**config.mk**
```make
export PLATFORM = sky130hd
export DESIGN_NAME = sdrq_key_cmp
export DESIGN_NICKNAME = d
export VERILOG_FILES = /design/src/design/sdrq_pkg.sv /design/src/design/sdrq_key_cmp.sv
export SDC_FILE = /design/constraint.sdc
export NUM_CORES = 1
export LEC_CHECK = 0
export ABC_AREA = 1
export BUFFER_PORTS_ARGS = -buffer_cell sky130_fd_sc_hd__buf_4
export CAP_MARGIN = 40
export CORE_MARGIN = 4
export CORE_UTILIZATION = 43
export DETAILED_ROUTE_END_ITERATION = 7
export GPL_TIMING_DRIVEN = 0
export PLACE_DENSITY = 0.9
export SYNTH_ARGS = -nofsm -noshare
export SYNTH_HDL_FRONTEND = slang
export SYNTH_SLANG_ARGS = --single-unit
```
**constraint.sdc**
```tcl
create_clock -name vclk -period 2
set_clock_uncertainty 0.2 [all_clocks]
set_input_delay 0.4 -clock vclk [all_inputs]
set_output_delay 0.4 -clock vclk [all_outputs]
set_load 0.01 [all_outputs]
```
**src/design/sdrq_pkg.sv**
```systemverilog
package sdrq_pkg;

   // Field widths of the request and response transactions.
   localparam int FUNC_W         = 1;
   localparam int PROC_ID_W      = 16;
   localparam int TIME_W         = 32;
   localparam int ENTRY_COUNT_W  = 7;

   // Configuration port.
   localparam int CSR_INDEX_W = 1;
   localparam int CSR_DATA_W  = 32;

   localparam logic [CSR_INDEX_W-1:0] CSR_ORDER_MODE = 1'b0;
   localparam logic [CSR_INDEX_W-1:0] CSR_EMPTY_TIME = 1'b1;

   // Operation codes.
   localparam logic [FUNC_W-1:0] FUNC_INSERT = 1'b0;
   localparam logic [FUNC_W-1:0] FUNC_POP    = 1'b1;

   // Ordering modes.
   localparam logic MODE_READY   = 1'b0;
   localparam logic MODE_WAITING = 1'b1;

   // Reset values.
   localparam logic [31:0] RESET_EMPTY_TIME = 32'd1000000;
   localparam logic [31:0] RESET_NEXT_TIME  = 32'd100000000;

   // Parameter defaults.
   localparam int DEFAULT_QUEUE_DEPTH = 64;
   localparam int DEFAULT_PID_BITS    = 16;
   localparam int DEFAULT_TIME_BITS   = 32;

endpackage

```
**src/design/sdrq_key_cmp.sv**
```systemverilog
module sdrq_key_cmp #(
   parameter int PID_BITS  = sdrq_pkg::DEFAULT_PID_BITS,
   parameter int TIME_BITS = sdrq_pkg::DEFAULT_TIME_BITS
) (
   input  logic                 order_mode,
   input  logic [PID_BITS-1:0]  slot_pid,
   input  logic [TIME_BITS-1:0] slot_due,
   input  logic [TIME_BITS-1:0] slot_start,
   input  logic [PID_BITS-1:0]  new_pid,
   input  logic [TIME_BITS-1:0] new_due,
   input  logic [TIME_BITS-1:0] new_start,
   output logic                 slot_after
);

   // The held key is strictly greater than the new key, compared
   // lexicographically; the start time leads only in waiting mode.
   always_comb begin
      if (order_mode == sdrq_pkg::MODE_WAITING && slot_start != new_start) begin
         slot_after = slot_start > new_start;
      end else if (slot_due != new_due) begin
         slot_after = slot_due > new_due;
      end else begin
         slot_after = slot_pid > new_pid;
      end
   end

endmodule

```
==> impl_metrics.ini, run 1 <==
[run_status]
status = finished with violations
violations = negative setup slack

[final_layout]
nFlopsAndLatches = 0
area_growth_syn_to_layout_pct = 97.2
regArea_um2 = 0
nets = 775
fillCellCount = 227
final_common_cell = buf_4
final_cell_mix = buf_4, inv_1, nand2_1
clkbuf_count = 0
final_area_um2 = 4370
layout-drive-gt1-share = 0.560
diodes = 0

[pwr]
pwr-share-comb = 1.000
p_sw_mw = 0.440
internal_power_mw = 0.506
switching_share = 0.465
power_density_nw_per_um2 = 216
cellLeakagePower_nw = 2.38
p_seq_frac = 0
irDropWorstVdd_mv = 0.137
clkPwrFrac = 0

[global_route]
grt_overflow_total = 0
grt_pass1_wl_um = 14600
grt_usage = 0.286
grt_start_max_net_pins = 4
antenna_found_initial = 0
grt_pass1_vias = 3427

[worst_setup_path]
cp_slowest_cell = ha_4
arrival_ns = 1.88
cp.required_ns = 1.40
crit_fanout = 2
endpoint_kind = output pin
critPathMaxStageDelay_ns = 0.21
crit_type = in2out
cpLargestDelayFamily = simple AND/OR/NAND/NOR gates
critPathLaunchType = input port
critPathBufInv = 5
cp_cell_sequence = buf_4, inv_2, ha_4, nand2_4, inv_1, nand2_1, nand2_1, a21oi_2, nand3_2, nor2_2, nand2_1, inv_1, a21oi_2, buf_4
path_common_cell = nand2_1

[placed_design]
port-buffer-count = 162
placed_area_um2 = 3890
place_ws_ns = -0.391
place.gp.congestion = 0.792
hpwl_um = 7000

[die]
die_x_um = 79.8
core.rowCount = 25
coreArea_um2 = 4850
start_util = 0.457
pin_count = 162
dieArea_um2 = 6370
die_h_um = 79.8

[sta]
relSlewSlack = 0.800
grt_setup_unrepaired = true
finalCritPeriodShare = 1.24
slew_violations = 0
fin_ws_ns = -0.481
timing.hold.ws_ns = 1.17
finalSetupTns_ns = -0.481
worst_pin_slew_ns = 0.297
max_freq_mhz = 403
period_needed_ns = 2.48
hold_viol = 0
setup_violations = 1

[route]
final_antenna_net_count = 0
viasPerCell = 5.26
drc = 0
wl_per_cell_um = 17.5
num_vias = 3148
first_pass_iters = 4
wl_um = 10500
drtIter0Drc = 112

[yosys]
syn-num-nets = 606
ys_seq_area_frac = 0
yosys_warnings = 0
synth_cell_types = 19
synth_area_um2 = 2220
syn_avg_cell_area_um2 = 6.07
netlist_instances = 365

[hold_path]
hp-class = in2out

[clocking]
hold_buffers = 0

[job]
max_cap_viol_count = 0
==> power by group through the flow <==
stage | registers [mW] | logic [mW] | clock network (mW)
floorplan | 0 | 0.374 | 0
global route | 0 | 1.03 | 0
global placement | 0 | 0.695 | 0
finish | 0 | 0.946 | 0
detailed placement | 0 | 0.741 | 0
CTS | 0 | 0.824 | 0
==> through the flow <==
| step | total power [mW] | utilization | instances |
|---|---|---|---|
| 5_1_grt | 1.03 | 0.901 | 599 |
| 3_5_place_dp | 0.741 | 0.803 | 594 |
| 2_1_floorplan | 0.374 | - | 365 |
| 3_3_place_gp | 0.695 | 0.803 | 594 |
| 6_report | 0.946 | 0.901 | 599 |
| 4_1_cts | 0.824 | 0.865 | 596 |
==> logic make-up (layout without fill, tap and decap cells) <==
logic type / count (synthesis) / after routing / synth area share
compound gates: 55 / 55 / 0.135
fa+ha+maj: 80 / 80 / 0.452
buf+inv: 104 / 271 / 0.176
simple gates: 126 / 126 / 0.237
==> what timing repair did <==
item                                    in CTS  in global routing
setup buffers                                2                  3
resized for setup                           53                 31
endpoints found under the setup margin       1                  1
pin swaps                                   36                 19
==> layer usage <==
layer,part of all wire,GRT usage
met1,0.32,0.248
met2,0.51,0.588
met5,0,0
met3,0.099,0.0688
met4,0.073,0.147
==> final timing paths <==
path	startpoint	end	slack [ns]	cells past startpoint
worst max-delay path	new_start[26]	slot_after	-0.48	14
worst min-delay path	order_mode	slot_after	1.17	5
==> layout make-up <==
type | count | area (um2) | share of cell area
Inverter | 104 | 430 | 0.0985
Multi-Input combinational cell | 261 | 2590 | 0.592
Tap cell | 67 | 83.8 | 0.0192
Timing Repair Buffer | 167 | 1270 | 0.290
==> cells in the mapped netlist (all sizes together) <==
| cell type | n | area [um2] |
|---|---|---|
| nor2 | 26 | 128 |
| o21ai | 9 | 45.0 |
| nand2 | 93 | 357 |
| ha | 80 | 1000 |
| nand4 | 1 | 6.26 |
| o21bai | 1 | 7.51 |
| a21oi | 38 | 194 |
| nor3 | 1 | 5.00 |
| inv | 104 | 390 |
| o21a | 4 | 30.0 |
| a21o | 2 | 15.0 |
| a21boi | 1 | 7.51 |
| nand3 | 5 | 30.0 |
No activity file was read; power rests on OpenSTA's default activity.
==> run 2, diff against run 1 <==
==> constraint.sdc (replaced) <==
create_clock -name vclk -period 2
set_clock_uncertainty 0.2 [all_clocks]
set_input_delay 0.1 -clock vclk [all_inputs]
set_output_delay 0.1 -clock vclk [all_outputs]
set_load 0.01 [all_outputs]
==> run 2 against run 1 <==
  * The flow now finishes without violations
  * Cell count shrank 0.83%
  * Combinational power shrank 32%
  * First-iteration DRC count shrank 68%
  * Sequential share of layout area is the same
  * Critical endpoint unchanged
==> impl_metrics.ini, run 2 (synthesis gave the netlist of run 1 again) <==
[worst_setup_path]
cpLargestDelayFamily = simple AND/OR/NAND/NOR gates
path_common_cell = nand2_1
cp_cell_sequence = buf_4, ha_1, nand2_1, nor2_1, nand2_1, nor2_1, nand2_1, nand3_1, nor2_1, nand2_1, inv_1, a21oi_2, buf_4
critPathLaunchType = input port
arrival_ns = 1.47
critPathMaxStageDelay_ns = 0.30
startpoint = slot_start[7]
critPathBufInv = 3
cp_slowest_cell = ha_1
crit_fanout = 2
cp.required_ns = 1.70
crit_type = in2out
endpoint_kind = output pin

[pwr]
pwr-share-comb = 1.000
switching_share = 0.426
internal_power_mw = 0.367
clkPwrFrac = 0
p_sw_mw = 0.272
power_density_nw_per_um2 = 182
p_seq_frac = 0
cellLeakagePower_nw = 2.33
irDropWorstVdd_mv = 0.103

[clocking]
hold_buffers = 0
cts_setup_buffers = 0
post_cts_resize_count = 0

[final_layout]
nets = 770
final_area_um2 = 3520
final_cells = 594
area_growth_syn_to_layout_pct = 58.7
regArea_um2 = 0
diodes = 0
layout-drive-gt1-share = 0.328
final_common_cell = buf_4
final_cell_mix = buf_4, inv_1, nand2_1
fillCellCount = 410
multiInputGateArea_um2 = 1830
post-route-util = 0.725
nFlopsAndLatches = 0
clkbuf_count = 0

[placed_design]
dp.cells = 594
port-buffer-count = 162
place.gp.congestion = 0.775
hpwl_um = 6360
placed_area_um2 = 3520

[die]
pin_count = 162
die_x_um = 79.8
start_util = 0.457
core.rowCount = 25
die_h_um = 79.8
coreArea_um2 = 4850
dieArea_um2 = 6370

[route]
first_pass_iters = 4
wl_um = 6630
wl_per_cell_um = 11.2
num_vias = 2782
viasPerCell = 4.68
drtIter0Drc = 36
final_antenna_net_count = 0
drc = 0

[sta]
timing.hold.ws_ns = 0.533
slew_violations = 0
relSlewSlack = 0.829
finalCritPeriodShare = 0.883
finalSetupTns_ns = 0
period_needed_ns = 1.77
hold_viol = 0
max_freq_mhz = 567
setup_violations = 0
grt_setup_unrepaired = false
worst_pin_slew_ns = 0.254

[global_route]
grt_pass1_vias = 2840
grt_pass1_wl_um = 11000
grt_usage = 0.203
grt_overflow_total = 0
antenna_found_initial = 0
grt_start_max_net_pins = 4

[hold_path]
hp-class = in2out
holdCritStartpoint = order_mode

[job]
max_cap_viol_count = 0

[run_status]
status = finished clean
## run 2: cell count changes in the layout (fill, tap and decap cells not counted), moves of 11 or more
cell	delta
inv_2	-24
nor2_1	+11
nand2_2	-15
ha_1	+46
nand2_1	+21
inv_1	+35
ha_4	-46
## run 2: worst paths after layout
check	end	depth (start not counted)
worst min-delay path	slot_after	7
worst max-delay path	slot_after	13
## run 2: power groups by stage
stage / clock network [mW] / registers, mW / logic, mW
finish: 0 / 0 / 0.639
global placement: 0 / 0 / 0.605
CTS: 0 / 0 / 0.645
floorplan: 0 / 0 / 0.311
global route: 0 / 0 / 0.739
detailed placement: 0 / 0 / 0.641
## run 2: final cells by class
type,count,share of cell area
tap,67,0.0238
timing repair buffer,162,0.346
multi-input combinational,261,0.519
inverter,104,0.111
## run 2: routing by layer
layer	global-route usage	wire length, um	up-vias
met5	0	0	-
met1	0.198	2390	1192
li1	-	-	1463
met2	0.428	3480	115
met3	0.0429	618	12
met4	0.0389	142	0
## run 2: per-stage QoR
step	setup WS [ns]	power (mW)
2_1_floorplan	0.541	0.311
3_3_place_gp	0.225	0.605
3_5_place_dp	0.210	0.641
4_1_cts	0.211	0.645
5_1_grt	0.0598	0.739
6_report	0.235	0.639
==> run 3, diff against run 2 <==
--- a/config.mk
+++ b/config.mk
@@ -6,13 +6,13 @@
 export NUM_CORES = 1
 export LEC_CHECK = 0
 export ABC_AREA = 1
-export BUFFER_PORTS_ARGS = -buffer_cell sky130_fd_sc_hd__buf_4
 export CAP_MARGIN = 40
 export CORE_MARGIN = 4
-export CORE_UTILIZATION = 43
+export CORE_UTILIZATION = 60
 export DETAILED_ROUTE_END_ITERATION = 7
+export DONT_BUFFER_PORTS = 1
 export GPL_TIMING_DRIVEN = 0
-export PLACE_DENSITY = 0.9
+export PLACE_DENSITY = 0.82
 export SYNTH_ARGS = -nofsm -noshare
 export SYNTH_HDL_FRONTEND = slang
 export SYNTH_SLANG_ARGS = --single-unit
==> run 3 against run 2 <==
  * Critical endpoint unchanged
  * Utilization down 6.5 points
  * Clock-buffer cell count is the same
  * Global-route usage decreased by 1.6 points
  * Cell count fell by 31%
  * Die area fell by 26%
  * Routed wire length decreased by 28%
  * Sequential share of layout area stayed put
  * Critical path depth down 1
  * Largest power group unchanged
  * Cell area shrank 35%
  * Flip-flop and latch count unchanged
  * Total power is 42% lower
  * Highest routed layer unchanged
==> impl_metrics.ini, run 3 (synthesis gave the netlist of run 1 again) <==
[run_status]
status = finished clean

[sta]
period_needed_ns = 1.58
max_freq_mhz = 632
finalSetupTns_ns = 0
timing.hold.ws_ns = 0.319
grt_setup_unrepaired = false
slew_violations = 0
relSlewSlack = 0.820
hold_viol = 0
finalCritPeriodShare = 0.792
setup_violations = 0
worst_pin_slew_ns = 0.268

[final_layout]
clkbuf_count = 0
post-route-util = 0.660
regArea_um2 = 0
final_cell_mix = inv_1, nand2_1, ha_1
fillCellCount = 324
layout-drive-gt1-share = 0.0301
diodes = 0
area_growth_syn_to_layout_pct = 2.60
nFlopsAndLatches = 0
final_common_cell = inv_1
final_cells = 411
nets = 608

[route]
num_vias = 2084
drtIter0Drc = 17
viasPerCell = 5.07
final_antenna_net_count = 0
wl_um = 4790
drc = 0
first_pass_iters = 4
wl_per_cell_um = 11.6

[clocking]
hold_buffers = 0
post_cts_resize_count = 0
cts_setup_buffers = 0

[worst_setup_path]
critPathLaunchType = input port
arrival_ns = 1.28
cp.required_ns = 1.70
crit_fanout = 2
endpoint_kind = output pin
crit_type = in2out

[die]
die_x_um = 68.8
pin_count = 162
dieArea_um2 = 4730
coreArea_um2 = 3440
start_util = 0.644
core.rowCount = 21
die_h_um = 68.8

[global_route]
grt_start_max_net_pins = 4
grt_pass1_vias = 2003
antenna_found_initial = 0
grt_overflow_total = 0
grt_pass1_wl_um = 7130
grt_usage = 0.187

[placed_design]
hpwl_um = 4780
dp.cells = 411
place.gp.congestion = 0.841
port-buffer-count = 0

[pwr]
irDropWorstVdd_mv = 0.0802
cellLeakagePower_nw = 1.55
power_density_nw_per_um2 = 164

[job]
max_cap_viol_count = 0

[hold_path]
hp-class = in2out
run 3: metal layers:
metal / vias up / track usage / part of all wire
met5: - / 0 / 0
met4: 0 / 0.0414 / 0.021
met3: 10 / 0.0502 / 0.11
met2: 99 / 0.386 / 0.50
met1: 836 / 0.180 / 0.36
li1: 1139 / - / -
run 3: final timing paths:
| path | from | to | slack [ns] | cells past startpoint |
|---|---|---|---|---|
| max | new_start[15] | slot_after | 0.42 | 12 |
| min | order_mode | slot_after | 0.32 | 5 |
run 3: stage by stage:
stage / cell area, um2 / power (mW) / worst slack [ns]
3_5_place_dp: 2270 / 0.378 / 0.401
2_1_floorplan: 2220 / 0.311 / 0.541
4_1_cts: 2270 / 0.381 / 0.398
5_1_grt: 2270 / 0.457 / 0.266
6_report: 2270 / 0.373 / 0.417
3_3_place_gp: 2270 / 0.363 / 0.414
run 3: layout make-up:
type,count,area [um2],share of cell area
inverters,104,390,0.172
multi-input cells,261,1830,0.803
well taps,46,57.6,0.0253
run 3: power by group:
part | total, mW | leakage [nW] | switching, mW | internal, mW
combinational | 0.373 | 1.55 | 0.206 | 0.167
sequential | 0 | 0 | 0 | 0
clock | 0 | 0 | 0 | 0
run 3: critical path, cell delays in order:
cell	delay, ns
inv_1	0.03
ha_1	0.28
nand2_1	0.07
nor2_1	0.13
nand2_1	0.08
nor2_1	0.14
nand2_1	0.07
nand3_1	0.07
nor2_1	0.04
nand2_1	0.05
inv_1	0.05
a21oi_2	0.17
